$ cat config.mk
export PLATFORM = sky130hd
export DESIGN_NAME = register_alu_execute_core
export DESIGN_NICKNAME = d
export VERILOG_FILES = /design/src/hw/rtl/rae_pkg.sv /design/src/hw/rtl/register_alu_execute_core.sv /design/src/hw/rtl/rae_ram.sv /design/src/hw/rtl/rae_iter.sv /design/src/hw/rtl/rae_front.sv /design/src/hw/rtl/rae_queue.sv /design/src/hw/rtl/rae_back.sv
export SDC_FILE = /design/constraint.sdc
export NUM_CORES = 2
export LEC_CHECK = 0
export BUFFER_PORTS_ARGS = -buffer_cell sky130_fd_sc_hd__buf_2
export CAP_MARGIN = 20
export CORE_MARGIN = 2
export CORE_UTILIZATION = 60
export DETAILED_ROUTE_END_ITERATION = 8
export PLACE_DENSITY = 0.79
export SETUP_SLACK_MARGIN = 0.5
export SLEW_MARGIN = 25
export SYNTH_ARGS = -nofsm -noshare
export SYNTH_HDL_FRONTEND = slang
export SYNTH_SLANG_ARGS = --single-unit
$ cat constraint.sdc
create_clock -name clock -period 8.1 [get_ports clock]
set_input_delay 2.43 -clock clock [delete_from_list [all_inputs] [get_ports clock]]
set_output_delay 2.43 -clock clock [all_outputs]
set_load 0.02 [all_outputs]
$ cat src/hw/rtl/rae_pkg.sv
// shared types and constants of the register alu execute block
// opcodes, status codes, back-end states and the inter-module structs
// no dependencies
`timescale 1ns / 1ps

package rae_pkg;

   localparam int FIELD_WIDTH = 4;
   localparam int FIELD_COUNT = 16;
   localparam int IMM_WIDTH   = 32;
   localparam int OUT_WIDTH   = 32;
   localparam int QUEUE_DEPTH = 2;

   typedef enum logic [3:0] {
      OP_LOADI = 4'd0,
      OP_ADD   = 4'd1,
      OP_SUB   = 4'd2,
      OP_MUL   = 4'd3,
      OP_DIV   = 4'd4,
      OP_MOV   = 4'd5,
      OP_NOT   = 4'd6,
      OP_EQ    = 4'd7,
      OP_LT    = 4'd8,
      OP_LE    = 4'd9
   } op_type;

   typedef enum logic [1:0] {
      ST_OK       = 2'd0,
      ST_UNKNOWN  = 2'd1,
      ST_DIV_ZERO = 2'd2
   } status_type;

   typedef enum logic [1:0] {
      BK_IDLE,
      BK_READ,
      BK_ITER
   } back_state_type;

   // classification produced by the front end
   typedef struct packed {
      op_type                 op;
      logic                   unknown;
      logic [FIELD_WIDTH-1:0] dfield;
   } class_type;

   // control from the back end to the iterative unit
   typedef struct packed {
      logic start;
      logic divide;
   } iter_ctl_type;

endpackage

$ cat src/hw/rtl/register_alu_execute_core.sv
// top level of the register alu execute block
// depends on rae_pkg, rae_front, rae_queue and rae_back
`timescale 1ns / 1ps

// register alu execute core: runs one three-operand instruction per request
// against a file of REGISTER_COUNT registers of VALUE_WIDTH bits
//
// request channel: a transfer happens at a rising edge with start high and
//   busy low; busy is high only while the two-entry queue is full
// response channel: one response per request, in order; rsp_strobe is high
//   for exactly one cycle and the response is taken at the edge ending it;
//   the receiver cannot stall, so nothing waits on the output side
//
// timing: a simple instruction goes through the back-end states dequeue, then
//   operand read, execute and write back, and the response is registered;
//   mul and nonzero div use the bit-serial unit, one bit per cycle, and
//   the serial unit sets the worst rate
//
// reset: all registers read as zero after reset (per-register valid bits),
//   queue empty, no response pending
module register_alu_execute_core #(
   parameter int REGISTER_COUNT = 16,
   parameter int VALUE_WIDTH    = 32
) (
   input  logic                                 clock,
   input  logic                                 reset,
   input  logic                                 start,
   output logic                                 busy,
   input  logic [rae_pkg::FIELD_WIDTH-1:0]      req_command,
   input  logic [rae_pkg::FIELD_WIDTH-1:0]      req_first_source,
   input  logic [rae_pkg::FIELD_WIDTH-1:0]      req_second_source,
   input  logic [rae_pkg::FIELD_WIDTH-1:0]      req_destination,
   input  logic signed [rae_pkg::IMM_WIDTH-1:0] req_immediate,
   output logic                                 rsp_strobe,
   output logic signed [rae_pkg::OUT_WIDTH-1:0] rsp_written_value,
   output logic [rae_pkg::FIELD_WIDTH-1:0]      rsp_written_index,
   output logic [1:0]                           rsp_status
);
   import rae_pkg::*;

   localparam int IW          = $clog2(REGISTER_COUNT);
   localparam int CLS_WIDTH   = $bits(class_type);
   localparam int ENTRY_WIDTH = CLS_WIDTH + 3 * IW + VALUE_WIDTH;

   // front end outputs
   class_type              f_cls;
   logic [IW-1:0]          f_s1, f_s2, f_d;
   logic [VALUE_WIDTH-1:0] f_imm;

   // queue
   logic                   push, pop, q_empty, q_full;
   logic [ENTRY_WIDTH-1:0] push_data, pop_data;

   // queue head, unpacked for the back end
   class_type              h_cls;
   logic [IW-1:0]          h_s1, h_s2, h_d;
   logic [VALUE_WIDTH-1:0] h_imm;

   logic [OUT_WIDTH-1:0]   b_value;
   status_type             b_status;

   rae_front #(.REGISTER_COUNT(REGISTER_COUNT), .VALUE_WIDTH(VALUE_WIDTH)) u_front (
      .command       (req_command),
      .first_source  (req_first_source),
      .second_source (req_second_source),
      .destination   (req_destination),
      .immediate     (req_immediate),
      .cls           (f_cls),
      .s1_idx        (f_s1),
      .s2_idx        (f_s2),
      .d_idx         (f_d),
      .imm_val       (f_imm)
   );

   // request transfer goes straight into the queue
   assign busy      = q_full;
   assign push      = start && !q_full;
   assign push_data = {f_cls, f_s1, f_s2, f_d, f_imm};

   rae_queue #(.WIDTH(ENTRY_WIDTH), .DEPTH(QUEUE_DEPTH)) u_queue (
      .clock     (clock),
      .reset     (reset),
      .push      (push),
      .push_data (push_data),
      .pop       (pop),
      .pop_data  (pop_data),
      .empty     (q_empty),
      .full      (q_full)
   );

   assign {h_cls, h_s1, h_s2, h_d, h_imm} = pop_data;

   rae_back #(.REGISTER_COUNT(REGISTER_COUNT), .VALUE_WIDTH(VALUE_WIDTH)) u_back (
      .clock      (clock),
      .reset      (reset),
      .empty      (q_empty),
      .head_cls   (h_cls),
      .head_s1    (h_s1),
      .head_s2    (h_s2),
      .head_d     (h_d),
      .head_imm   (h_imm),
      .pop        (pop),
      .rsp_strobe (rsp_strobe),
      .rsp_value  (b_value),
      .rsp_index  (rsp_written_index),
      .rsp_status (b_status)
   );

   assign rsp_written_value = $signed(b_value);
   assign rsp_status        = b_status;

endmodule

$ cat src/hw/rtl/rae_ram.sv
// generic single-write, single-read ram with registered read data
// no dependencies
`timescale 1ns / 1ps

module rae_ram #(
   parameter int WIDTH = 32,
   parameter int DEPTH = 16
) (
   input  logic                     clock,
   input  logic                     wr_en,
   input  logic [$clog2(DEPTH)-1:0] wr_addr,
   input  logic [WIDTH-1:0]         wr_data,
   input  logic [$clog2(DEPTH)-1:0] rd_addr,
   output logic [WIDTH-1:0]         rd_data
);

   logic [WIDTH-1:0] mem_ff [DEPTH];
   logic [WIDTH-1:0] rd_data_ff;

   always_ff @(posedge clock) begin
      if (wr_en) begin
         mem_ff[wr_addr] <= wr_data;
      end
      rd_data_ff <= mem_ff[rd_addr];
   end

   assign rd_data = rd_data_ff;

endmodule

$ cat src/hw/rtl/rae_iter.sv
// shared bit-serial unit: shift-add multiply and restoring signed divide
// one bit per cycle; depends on rae_pkg
`timescale 1ns / 1ps

module rae_iter #(
   parameter int VALUE_WIDTH = 32
) (
   input  logic                      clock,
   input  logic                      reset,
   input  rae_pkg::iter_ctl_type     ctl,
   input  logic [VALUE_WIDTH-1:0]    operand_a,
   input  logic [VALUE_WIDTH-1:0]    operand_b,
   output logic                      done,
   output logic [VALUE_WIDTH-1:0]    result
);
   import rae_pkg::*;

   localparam int CW = $clog2(VALUE_WIDTH + 1);

   logic                   busy_ff, busy_in;
   logic                   done_ff, done_in;
   logic                   divide_ff, divide_in;
   logic                   negate_ff, negate_in;
   logic [VALUE_WIDTH-1:0] x_ff, x_in;
   logic [VALUE_WIDTH-1:0] y_ff, y_in;
   logic [VALUE_WIDTH-1:0] acc_ff, acc_in;
   logic [CW-1:0]          count_ff, count_in;
   logic [VALUE_WIDTH:0]   rem_shift;
   logic [VALUE_WIDTH:0]   rem_diff;

   always_comb begin
      busy_in   = busy_ff;
      done_in   = 1'b0;
      divide_in = divide_ff;
      negate_in = negate_ff;
      x_in      = x_ff;
      y_in      = y_ff;
      acc_in    = acc_ff;
      count_in  = count_ff;
      rem_shift = {acc_ff, x_ff[VALUE_WIDTH-1]};
      rem_diff  = rem_shift - {1'b0, y_ff};
      if (ctl.start) begin
         busy_in   = 1'b1;
         divide_in = ctl.divide;
         count_in  = CW'(VALUE_WIDTH);
         acc_in    = '0;
         if (ctl.divide) begin
            // divide on magnitudes, fix the sign at the end
            negate_in = operand_a[VALUE_WIDTH-1] ^ operand_b[VALUE_WIDTH-1];
            x_in = operand_a[VALUE_WIDTH-1] ? (~operand_a + 1'b1) : operand_a;
            y_in = operand_b[VALUE_WIDTH-1] ? (~operand_b + 1'b1) : operand_b;
         end else begin
            negate_in = 1'b0;
            x_in      = operand_a;
            y_in      = operand_b;
         end
      end else if (busy_ff) begin
         if (divide_ff) begin
            if (!rem_diff[VALUE_WIDTH]) begin
               acc_in = rem_diff[VALUE_WIDTH-1:0];
               x_in   = {x_ff[VALUE_WIDTH-2:0], 1'b1};
            end else begin
               acc_in = rem_shift[VALUE_WIDTH-1:0];
               x_in   = {x_ff[VALUE_WIDTH-2:0], 1'b0};
            end
         end else begin
            if (x_ff[0]) begin
               acc_in = acc_ff + y_ff;
            end
            x_in = x_ff >> 1;
            y_in = y_ff << 1;
         end
         count_in = count_ff - 1'b1;
         if (count_ff == CW'(1)) begin
            busy_in = 1'b0;
            done_in = 1'b1;
         end
      end
   end

   always_ff @(posedge clock) begin
      if (reset) begin
         busy_ff <= 1'b0;
         done_ff <= 1'b0;
      end else begin
         busy_ff <= busy_in;
         done_ff <= done_in;
      end
      divide_ff <= divide_in;
      negate_ff <= negate_in;
      x_ff      <= x_in;
      y_ff      <= y_in;
      acc_ff    <= acc_in;
      count_ff  <= count_in;
   end

   assign done   = done_ff;
   assign result = divide_ff ? (negate_ff ? (~x_ff + 1'b1) : x_ff) : acc_ff;

endmodule

$ cat src/hw/rtl/rae_front.sv
// front end: classifies a request, reduces register indexes, widens the immediate
// depends on rae_pkg
`timescale 1ns / 1ps

module rae_front #(
   parameter int REGISTER_COUNT = 16,
   parameter int VALUE_WIDTH    = 32
) (
   input  logic [rae_pkg::FIELD_WIDTH-1:0]    command,
   input  logic [rae_pkg::FIELD_WIDTH-1:0]    first_source,
   input  logic [rae_pkg::FIELD_WIDTH-1:0]    second_source,
   input  logic [rae_pkg::FIELD_WIDTH-1:0]    destination,
   input  logic signed [rae_pkg::IMM_WIDTH-1:0] immediate,
   output rae_pkg::class_type                 cls,
   output logic [$clog2(REGISTER_COUNT)-1:0]  s1_idx,
   output logic [$clog2(REGISTER_COUNT)-1:0]  s2_idx,
   output logic [$clog2(REGISTER_COUNT)-1:0]  d_idx,
   output logic [VALUE_WIDTH-1:0]             imm_val
);
   import rae_pkg::*;

   localparam int IW = $clog2(REGISTER_COUNT);

   // index reduction as a constant lookup over the 16 field codes
   always_comb begin
      s1_idx = '0;
      s2_idx = '0;
      d_idx  = '0;
      for (int k = 0; k < FIELD_COUNT; k++) begin
         if (first_source == FIELD_WIDTH'(k)) begin
            s1_idx = IW'(k % REGISTER_COUNT);
         end
         if (second_source == FIELD_WIDTH'(k)) begin
            s2_idx = IW'(k % REGISTER_COUNT);
         end
         if (destination == FIELD_WIDTH'(k)) begin
            d_idx = IW'(k % REGISTER_COUNT);
         end
      end
   end

   always_comb begin
      cls.unknown = (command > OP_LE);
      cls.op      = cls.unknown ? OP_LOADI : op_type'(command);
      cls.dfield  = destination;
   end

   assign imm_val = VALUE_WIDTH'(immediate);

endmodule

$ cat src/hw/rtl/rae_queue.sv
// small fifo between front and back end
// depends on rae_pkg
`timescale 1ns / 1ps

module rae_queue #(
   parameter int WIDTH = 64,
   parameter int DEPTH = 2
) (
   input  logic             clock,
   input  logic             reset,
   input  logic             push,
   input  logic [WIDTH-1:0] push_data,
   input  logic             pop,
   output logic [WIDTH-1:0] pop_data,
   output logic             empty,
   output logic             full
);
   import rae_pkg::*;

   localparam int PW = (DEPTH > 1) ? $clog2(DEPTH) : 1;
   localparam int CW = $clog2(DEPTH + 1);

   logic [WIDTH-1:0] entry_ff [DEPTH];
   logic [PW-1:0]    head_ff, head_in;
   logic [PW-1:0]    tail_ff, tail_in;
   logic [CW-1:0]    count_ff, count_in;

   assign empty    = (count_ff == '0);
   assign full     = (count_ff == CW'(DEPTH));
   assign pop_data = entry_ff[head_ff];

   always_comb begin
      head_in  = head_ff;
      tail_in  = tail_ff;
      count_in = count_ff;
      if (push) begin
         tail_in = (tail_ff == PW'(DEPTH - 1)) ? '0 : tail_ff + 1'b1;
      end
      if (pop) begin
         head_in = (head_ff == PW'(DEPTH - 1)) ? '0 : head_ff + 1'b1;
      end
      if (push && !pop) begin
         count_in = count_ff + 1'b1;
      end else if (pop && !push) begin
         count_in = count_ff - 1'b1;
      end
   end

   always_ff @(posedge clock) begin
      if (reset) begin
         head_ff  <= '0;
         tail_ff  <= '0;
         count_ff <= '0;
      end else begin
         head_ff  <= head_in;
         tail_ff  <= tail_in;
         count_ff <= count_in;
      end
      if (push) begin
         entry_ff[tail_ff] <= push_data;
      end
   end

endmodule

$ cat src/hw/rtl/rae_back.sv
// back end: register file banks, execution sequencer and result register
// depends on rae_pkg, rae_ram and rae_iter
`timescale 1ns / 1ps

module rae_back #(
   parameter int REGISTER_COUNT = 16,
   parameter int VALUE_WIDTH    = 32
) (
   input  logic                              clock,
   input  logic                              reset,
   input  logic                              empty,
   input  rae_pkg::class_type                head_cls,
   input  logic [$clog2(REGISTER_COUNT)-1:0] head_s1,
   input  logic [$clog2(REGISTER_COUNT)-1:0] head_s2,
   input  logic [$clog2(REGISTER_COUNT)-1:0] head_d,
   input  logic [VALUE_WIDTH-1:0]            head_imm,
   output logic                              pop,
   output logic                              rsp_strobe,
   output logic [rae_pkg::OUT_WIDTH-1:0]     rsp_value,
   output logic [rae_pkg::FIELD_WIDTH-1:0]   rsp_index,
   output rae_pkg::status_type               rsp_status
);
   import rae_pkg::*;

   localparam int IW = $clog2(REGISTER_COUNT);

   back_state_type         state_ff, state_in;
   op_type                 op_ff;
   logic                   unknown_ff;
   logic [FIELD_WIDTH-1:0] dfield_ff;
   logic [IW-1:0]          d_ff;
   logic [VALUE_WIDTH-1:0] imm_ff;
   logic                   va_ff, vb_ff;
   logic [REGISTER_COUNT-1:0] valid_ff;

   logic                   rsp_strobe_ff, rsp_strobe_in;
   logic [OUT_WIDTH-1:0]   rsp_value_ff, rsp_value_in;
   logic [FIELD_WIDTH-1:0] rsp_index_ff, rsp_index_in;
   status_type             rsp_status_ff, rsp_status_in;

   logic [VALUE_WIDTH-1:0] rd_a, rd_b, a, b;
   logic [VALUE_WIDTH-1:0] result;
   logic                   finish;
   status_type             status;
   logic                   wr_en;
   iter_ctl_type           iter_ctl;
   logic                   iter_done;
   logic [VALUE_WIDTH-1:0] iter_result;

   // two banks written together give two read ports
   rae_ram #(.WIDTH(VALUE_WIDTH), .DEPTH(REGISTER_COUNT)) u_bank_a (
      .clock   (clock),
      .wr_en   (wr_en),
      .wr_addr (d_ff),
      .wr_data (result),
      .rd_addr (head_s1),
      .rd_data (rd_a)
   );

   rae_ram #(.WIDTH(VALUE_WIDTH), .DEPTH(REGISTER_COUNT)) u_bank_b (
      .clock   (clock),
      .wr_en   (wr_en),
      .wr_addr (d_ff),
      .wr_data (result),
      .rd_addr (head_s2),
      .rd_data (rd_b)
   );

   rae_iter #(.VALUE_WIDTH(VALUE_WIDTH)) u_iter (
      .clock     (clock),
      .reset     (reset),
      .ctl       (iter_ctl),
      .operand_a (a),
      .operand_b (b),
      .done      (iter_done),
      .result    (iter_result)
   );

   // never-written registers read as zero
   assign a = va_ff ? rd_a : '0;
   assign b = vb_ff ? rd_b : '0;

   always_comb begin
      state_in = state_ff;
      pop      = 1'b0;
      iter_ctl = '0;
      result   = '0;
      finish   = 1'b0;
      status   = ST_OK;
      case (state_ff)
         BK_IDLE: begin
            if (!empty) begin
               pop      = 1'b1;
               state_in = BK_READ;
            end
         end
         BK_READ: begin
            finish = 1'b1;
            if (unknown_ff) begin
               status = ST_UNKNOWN;
            end else begin
               case (op_ff)
                  OP_LOADI: result = imm_ff;
                  OP_ADD:   result = a + b;
                  OP_SUB:   result = a - b;
                  OP_MUL: begin
                     iter_ctl.start = 1'b1;
                     finish         = 1'b0;
                  end
                  OP_DIV: begin
                     if (b == '0) begin
                        status = ST_DIV_ZERO;
                     end else begin
                        iter_ctl.start  = 1'b1;
                        iter_ctl.divide = 1'b1;
                        finish          = 1'b0;
                     end
                  end
                  OP_MOV:   result = a;
                  OP_NOT:   result = VALUE_WIDTH'(a == '0);
                  OP_EQ:    result = VALUE_WIDTH'(a == b);
                  OP_LT:    result = VALUE_WIDTH'($signed(a) < $signed(b));
                  OP_LE:    result = VALUE_WIDTH'($signed(a) <= $signed(b));
                  default:  status = ST_UNKNOWN;
               endcase
            end
            state_in = finish ? BK_IDLE : BK_ITER;
         end
         BK_ITER: begin
            if (iter_done) begin
               result   = iter_result;
               finish   = 1'b1;
               state_in = BK_IDLE;
            end
         end
         default: state_in = BK_IDLE;
      endcase
   end

   always_comb begin
      wr_en         = finish && (status == ST_OK);
      rsp_strobe_in = finish;
      rsp_value_in  = rsp_value_ff;
      rsp_index_in  = rsp_index_ff;
      rsp_status_in = rsp_status_ff;
      if (finish) begin
         rsp_value_in  = (status == ST_OK) ? OUT_WIDTH'(result) : '0;
         rsp_index_in  = dfield_ff;
         rsp_status_in = status;
      end
   end

   always_ff @(posedge clock) begin
      if (reset) begin
         state_ff      <= BK_IDLE;
         valid_ff      <= '0;
         rsp_strobe_ff <= 1'b0;
      end else begin
         state_ff      <= state_in;
         rsp_strobe_ff <= rsp_strobe_in;
         if (wr_en) begin
            valid_ff[d_ff] <= 1'b1;
         end
      end
      if (pop) begin
         op_ff      <= head_cls.op;
         unknown_ff <= head_cls.unknown;
         dfield_ff  <= head_cls.dfield;
         d_ff       <= head_d;
         imm_ff     <= head_imm;
         va_ff      <= valid_ff[head_s1];
         vb_ff      <= valid_ff[head_s2];
      end
      rsp_value_ff  <= rsp_value_in;
      rsp_index_ff  <= rsp_index_in;
      rsp_status_ff <= rsp_status_in;
   end

   assign rsp_strobe = rsp_strobe_ff;
   assign rsp_value  = rsp_value_ff;
   assign rsp_index  = rsp_index_ff;
   assign rsp_status = rsp_status_ff;

   ap_start_from_read: assert property (@(posedge clock) disable iff (reset)
      iter_ctl.start |-> state_ff == BK_READ)
      else $error("iterative unit started outside operand read");

   ap_error_zero_value: assert property (@(posedge clock) disable iff (reset)
      rsp_strobe_ff && rsp_status_ff != ST_OK |-> rsp_value_ff == '0)
      else $error("failed instruction reported a nonzero value");

   ap_write_sets_valid: assert property (@(posedge clock) disable iff (reset)
      wr_en |=> valid_ff[$past(d_ff)])
      else $error("written register not marked valid");

   ap_iter_done_reports: assert property (@(posedge clock) disable iff (reset)
      state_ff == BK_ITER && iter_done |=> rsp_strobe_ff)
      else $error("finished mul/div produced no response");

   ap_single_strobe: assert property (@(posedge clock) disable iff (reset)
      rsp_strobe_ff |=> !rsp_strobe_ff)
      else $error("back-to-back responses from a sequential back end");

endmodule
==> impl.org <==
** Run
- Max cap viols :: 0

** Die
- The total area inside the core boundary comes to 0.0803 mm^2.
- Number of top-level design ports :: 91
- Die X-Extent :: 288 um
- The floorplan step set the die height to 288 um.
- Initial core utilization :: 0.605
- The initialized floorplan defines 104 standard-cell rows.
- The die covers 0.0832 mm^2.

** Yosys
- Area share of and/or/nand/nor cells after synthesis :: 0.100
- Top cells by area, synth :: edfxtp_1 (48%), mux4_2 (12%), dfxtp_1 (5.3%), ha_1 (3.5%), nand2_1 (3.1%)
- By area, the combinational part of the netlist is dominated by multiplexers.
- Post-synthesis compound-gate area fraction :: 0.135
- Of the synthesized area, sequential elements account for 0.528.
- Adder-cell share of the synthesized area :: 0.0364
- Average instance area after synthesis :: 12.3 um^2
- Fraction of synthesized area in multiplexers :: 0.147
- The share of synthesized area in the top cell type comes to 0.476.
- Cell area after synthesis :: 0.0485 mm^2
- Number of standard cells after synthesis :: 3947
- Net count of the mapped netlist :: 4137
- Most used flip-flop cell after synthesis :: edfxtp_1
- Async set or reset register ratio after synthesis :: 0
- Of the total synthesized cell area, the portion taken by XOR and XNOR cells is 0.0198.
- Counting flops with a built-in enable in the synthesized netlist gives 769.
- Counting flops and latches in the post-synthesis netlist gives 897.
- The biggest area contributor in the post-synthesis netlist is edfxtp_1.
- The synthesized netlist contains 97 unique library cells.
- Warnings, synthesis :: 0

** Global routing
- The via count of the first global-routing pass came to 35.1k.
- The first global-routing pass estimated 240000 um of wire.
- Entering global routing, the biggest net connects 91 pins.
- GRT Overall Usage :: 0.398
- Remaining global-route overflow :: 0
- Number of antenna violations at the first check in global routing :: 6

** Timing
- The total count of hold-check failures in the final report is 0.
- Skew final :: 0.0503 ns
- Final cycle utilization of the critical path :: 0.690
- The worst pin sits at a relative slew slack of 0.188.
- Post-Route Setup TNS :: 0 ns
- For this run, the top clock speed supported by timing is 179 MHz.
- Unrepaired setup endpoints after global routing :: false
- Time the worst path needs with I/O delays and setup :: 5.59 ns
- The final-report max-slew violation count is 0.
- Setup violations remaining at the end of the flow were counted as 0.
- At the pin with the least slew margin, the transition time is 1.21 ns.

** Drt
- Via/cell ratio :: 7.29
- In the final routed layout, each cell accounts on average for 32.7 um.
- After detailed routing, the number of remaining DRC violations is 0.
- Vias post-DR :: 37.1k
- Drt first pass iters :: 7
- For this block, the routed nets add up to 167000 um of wire.
- Initial drt markers :: 6011
- The detail route stage leaves a number of antenna-violating nets equal to 0.

** Worst setup path
- Required time reported for the critical path endpoint :: 8.42 ns
- The slowest stage of the critical path belongs to the cell nand2_1.
- Ordered list of cells on the worst path :: buf_4 > nand2_1 > and3_1 > nor4b_4 > nand2_1 > nor2_1 > nor2_1 > nand2_1 > a21o_1 > buf_4 > nor3_2 > buf_4
- On the critical path the largest part of the delay comes from simple AND/OR/NAND/NOR gates.
- Capturing element type of the critical path :: flip-flop
- The critical path in this run is classified as reg -> reg.
- Largest fanout on the critical path :: 58
- Across all register-to-register paths, the minimum setup slack is 2.51 ns.
- Startpoint of the lowest-slack register-to-register path :: u_back.vb_ff
- Together, buffers and inverters on the worst path number 3.
- For the worst flop-to-flop path, the logic depth is 12.
- Critical Path AT :: 5.91 ns
- In this run the critical register-to-register path is captured at u_back.u_bank_b.mem_ff[8][23].
- The worst setup path is launched from a flip-flop.
- Slowest cell delay on critical path :: 0.81 ns

** Hold path
- Classification of the worst-slack hold path :: reg -> reg
- Hold Path Stages :: 0
- For hold timing, the worst endpoint is u_back.rsp_index[3].
- In this run the most critical hold path is launched from u_back.dfield_ff[3].

** Cells and area
- From synthesis to final layout, the design area changed by 9.61%.
- The repair_antennas step left the layout with diodes totalling 0.
- Final standard cell count with taps included and fillers excluded :: 5089
- In the final layout, the share of cells above drive strength 1 is 0.179.
- Final-stage net count :: 4147

** Clock network
- Deepest level of the CTS H-tree :: 3
- Clock-pin slew was measured on the worst setup and hold paths at 0.06 ns.
- Count of clock tree sinks :: 897
- Clock insertion delay at the later pin of the skew report :: 0.70 ns
- TritonCTS created 90 clock buffers.
- Hold repair after CTS inserted 0 buffers.
- Clock tree from TritonCTS :: built
- The tree is rooted in a clkbuf_16.
- Buffers added to address setup during post-CTS repair amount to 0.
- The number of gates resized after CTS was 0.
- No sink is reached through more buffers than the 3 on the longest clock path.

** Power and ir drop
- Reported leakage power :: 17.9 nW
- Power spread over the standard cell area amounts to 355 mW/mm^2.
- VDD sags by at most 0.000241 V.

** Placed design
- Routability-driven placement finished with a final weighted congestion of 1.07.
- Cell Count Post-Placement :: 4923
- Count of port buffers added during placement :: 90
- DPL Wire Length :: 110000 um

** Run status
- Result of the run :: complete, no violations
==> cell usage after synthesis, drive strengths merged (10+ instances only) <==
master and instances:
buf 55, nor4 14, nand4 19, or4 15, clkbuf 200, a2111oi 10
nand2b 24, o21a 28, mux4 264, nor2 194, inv 156, a31oi 98
or3 26, xnor2 54, mux2 54, o21bai 20, o31a 11, o211ai 22
a211oi 109, and3 23, xor2 56, o31ai 28, nor3 79, o221ai 28
dfxtp 128, a22oi 17, and2 106, a21o 28, nand3 50, mux2i 59
o22ai 23, or2 15, edfxtp 769, a221o 11, o41ai 30, nor2b 28
o21ai 228, nand2 403, a21oi 203, ha 135
==> cell families after synthesis <==
group | count (synthesis)
xor+xnor | 110
simple gates | 1021
mux | 377
buf+inv | 412
fa+ha+maj | 139
flops | 897
compound gates | 991
==> placed cells by master (no fill, tap or decap), types with 14 or more instances in the layout <==
| cell type | synthesis | routed |
|---|---|---|
| o22ai_1 | 23 | 23 |
| a21oi_1 | 203 | 199 |
| a22oi_1 | 17 | 17 |
| ha_1 | 135 | 135 |
| nand3_1 | 50 | 50 |
| o21bai_1 | 20 | 20 |
| a21o_1 | 28 | 28 |
| o21ai_0 | 221 | 217 |
| mux4_2 | 264 | 264 |
| o221ai_1 | 28 | 28 |
| o21a_1 | 28 | 28 |
| mux2_2 | 54 | 54 |
| o31ai_1 | 27 | 27 |
| or3_1 | 23 | 22 |
| o41ai_1 | 27 | 26 |
| clkinv_2 | 0 | 14 |
| and2_1 | 105 | 105 |
| xor2_1 | 56 | 56 |
| xnor2_1 | 54 | 54 |
| nor3_2 | 0 | 18 |
| clkbuf_16 | 0 | 90 |
| o211ai_1 | 22 | 22 |
| nand2b_1 | 24 | 24 |
| nor2_1 | 194 | 181 |
| a211oi_1 | 109 | 107 |
| clkinv_1 | 1 | 19 |
| nor3_1 | 79 | 61 |
| dfxtp_1 | 128 | 127 |
| and3_1 | 23 | 22 |
| nand2_1 | 402 | 400 |
| a31oi_1 | 98 | 97 |
| nand4_1 | 19 | 19 |
| or2_2 | 15 | 15 |
| mux2i_1 | 59 | 51 |
| nor2b_1 | 28 | 28 |
| edfxtp_1 | 769 | 769 |
| clkbuf_1 | 197 | 22 |
| buf_4 | 0 | 79 |
| inv_1 | 155 | 154 |
| buf_2 | 15 | 90 |
==> worst max path at each step <==
stage / slack [ns] / end / cells after the start / start
2_1_floorplan: 2.32 / u_back.u_bank_b.mem_ff[4][0] / 15 / u_back.vb_ff
3_3_place_gp: 2.85 / u_back.u_bank_b.mem_ff[15][26] / 14 / u_back.vb_ff
3_5_place_dp: 2.71 / u_back.u_bank_b.mem_ff[8][24] / 12 / u_back.vb_ff
4_1_cts: 2.69 / u_back.u_bank_b.mem_ff[8][23] / 12 / u_back.vb_ff
5_1_grt: 2.34 / u_back.u_bank_b.mem_ff[8][22] / 12 / u_back.vb_ff
6_report: 2.51 / u_back.u_bank_b.mem_ff[8][23] / 12 / u_back.vb_ff
==> cell type report <==
class | instances | area, um^2
timing repair buffer | 173 | 1130
tap | 1060 | 1330
inverter | 157 | 589
sequential | 897 | 25700
multi-input combinational | 2638 | 21600
fill | 5691 | 27100
clock inverter | 49 | 497
clock buffer | 115 | 2380
==> through the flow <==
step | util | hold WS (ns) | instance area (um^2) | power (mW) | setup slack [ns]
global placement | 0.625 | 0.400 | 50200 | 14.4 | 2.85
finish | 0.663 | 0.419 | 53200 | 18.9 | 2.51
floorplan | - | 0.400 | 48500 | 11.7 | 2.32
global route | 0.663 | 0.431 | 53200 | 19.6 | 2.34
CTS | 0.661 | 0.420 | 53100 | 18.6 | 2.69
detailed placement | 0.626 | 0.405 | 50200 | 14.4 | 2.71
==> flip-flops by register name, summed over array words and instances, names as in the netlist, 4 cells and up, named ones only <==
| signal | flops |
|---|---|
| u_back.u_iter.y_ff | 32 |
| u_back.valid_ff | 16 |
| u_back.u_bank_a.rd_data | 32 |
| u_queue.entry_ff | 106 |
| u_back.u_iter.x_ff | 32 |
| u_back.rsp_index | 4 |
| u_back.d_ff | 4 |
| u_back.rsp_value | 32 |
| u_back.op_ff | 4 |
| u_back.imm_ff | 32 |
| u_back.u_iter.count_ff | 6 |
| u_back.u_iter.acc_ff | 32 |
| u_back.dfield_ff | 4 |
| u_back.u_bank_b.mem_ff | 512 |
| u_back.u_bank_b.rd_data | 32 |
==> power breakdown <==
part / switching [mW] / internal [mW]
clock network: 1.86 / 2.26
logic: 5.34 / 2.92
registers: 0.861 / 5.67
total: 8.06 / 10.9
==> worst register-to-register path, cell delays in order (launching register included) <==
cell and delay [ns]:
edfxtp_1 0.37, buf_4 0.57, nand2_1 0.27, and3_1 0.28
nor4b_4 0.15, nand2_1 0.13, nor2_1 0.08, nor2_1 0.80
nand2_1 0.81, a21o_1 0.38, buf_4 0.24, nor3_2 0.61
buf_4 0.50
==> layer usage <==
metal | track usage | wire length (um)
met3 | 0.104 | 21600
met4 | 0.194 | 10500
met2 | 0.620 | 76200
met1 | 0.523 | 58300
met5 | 0 | 59
(Power assumes the default switching activity.)
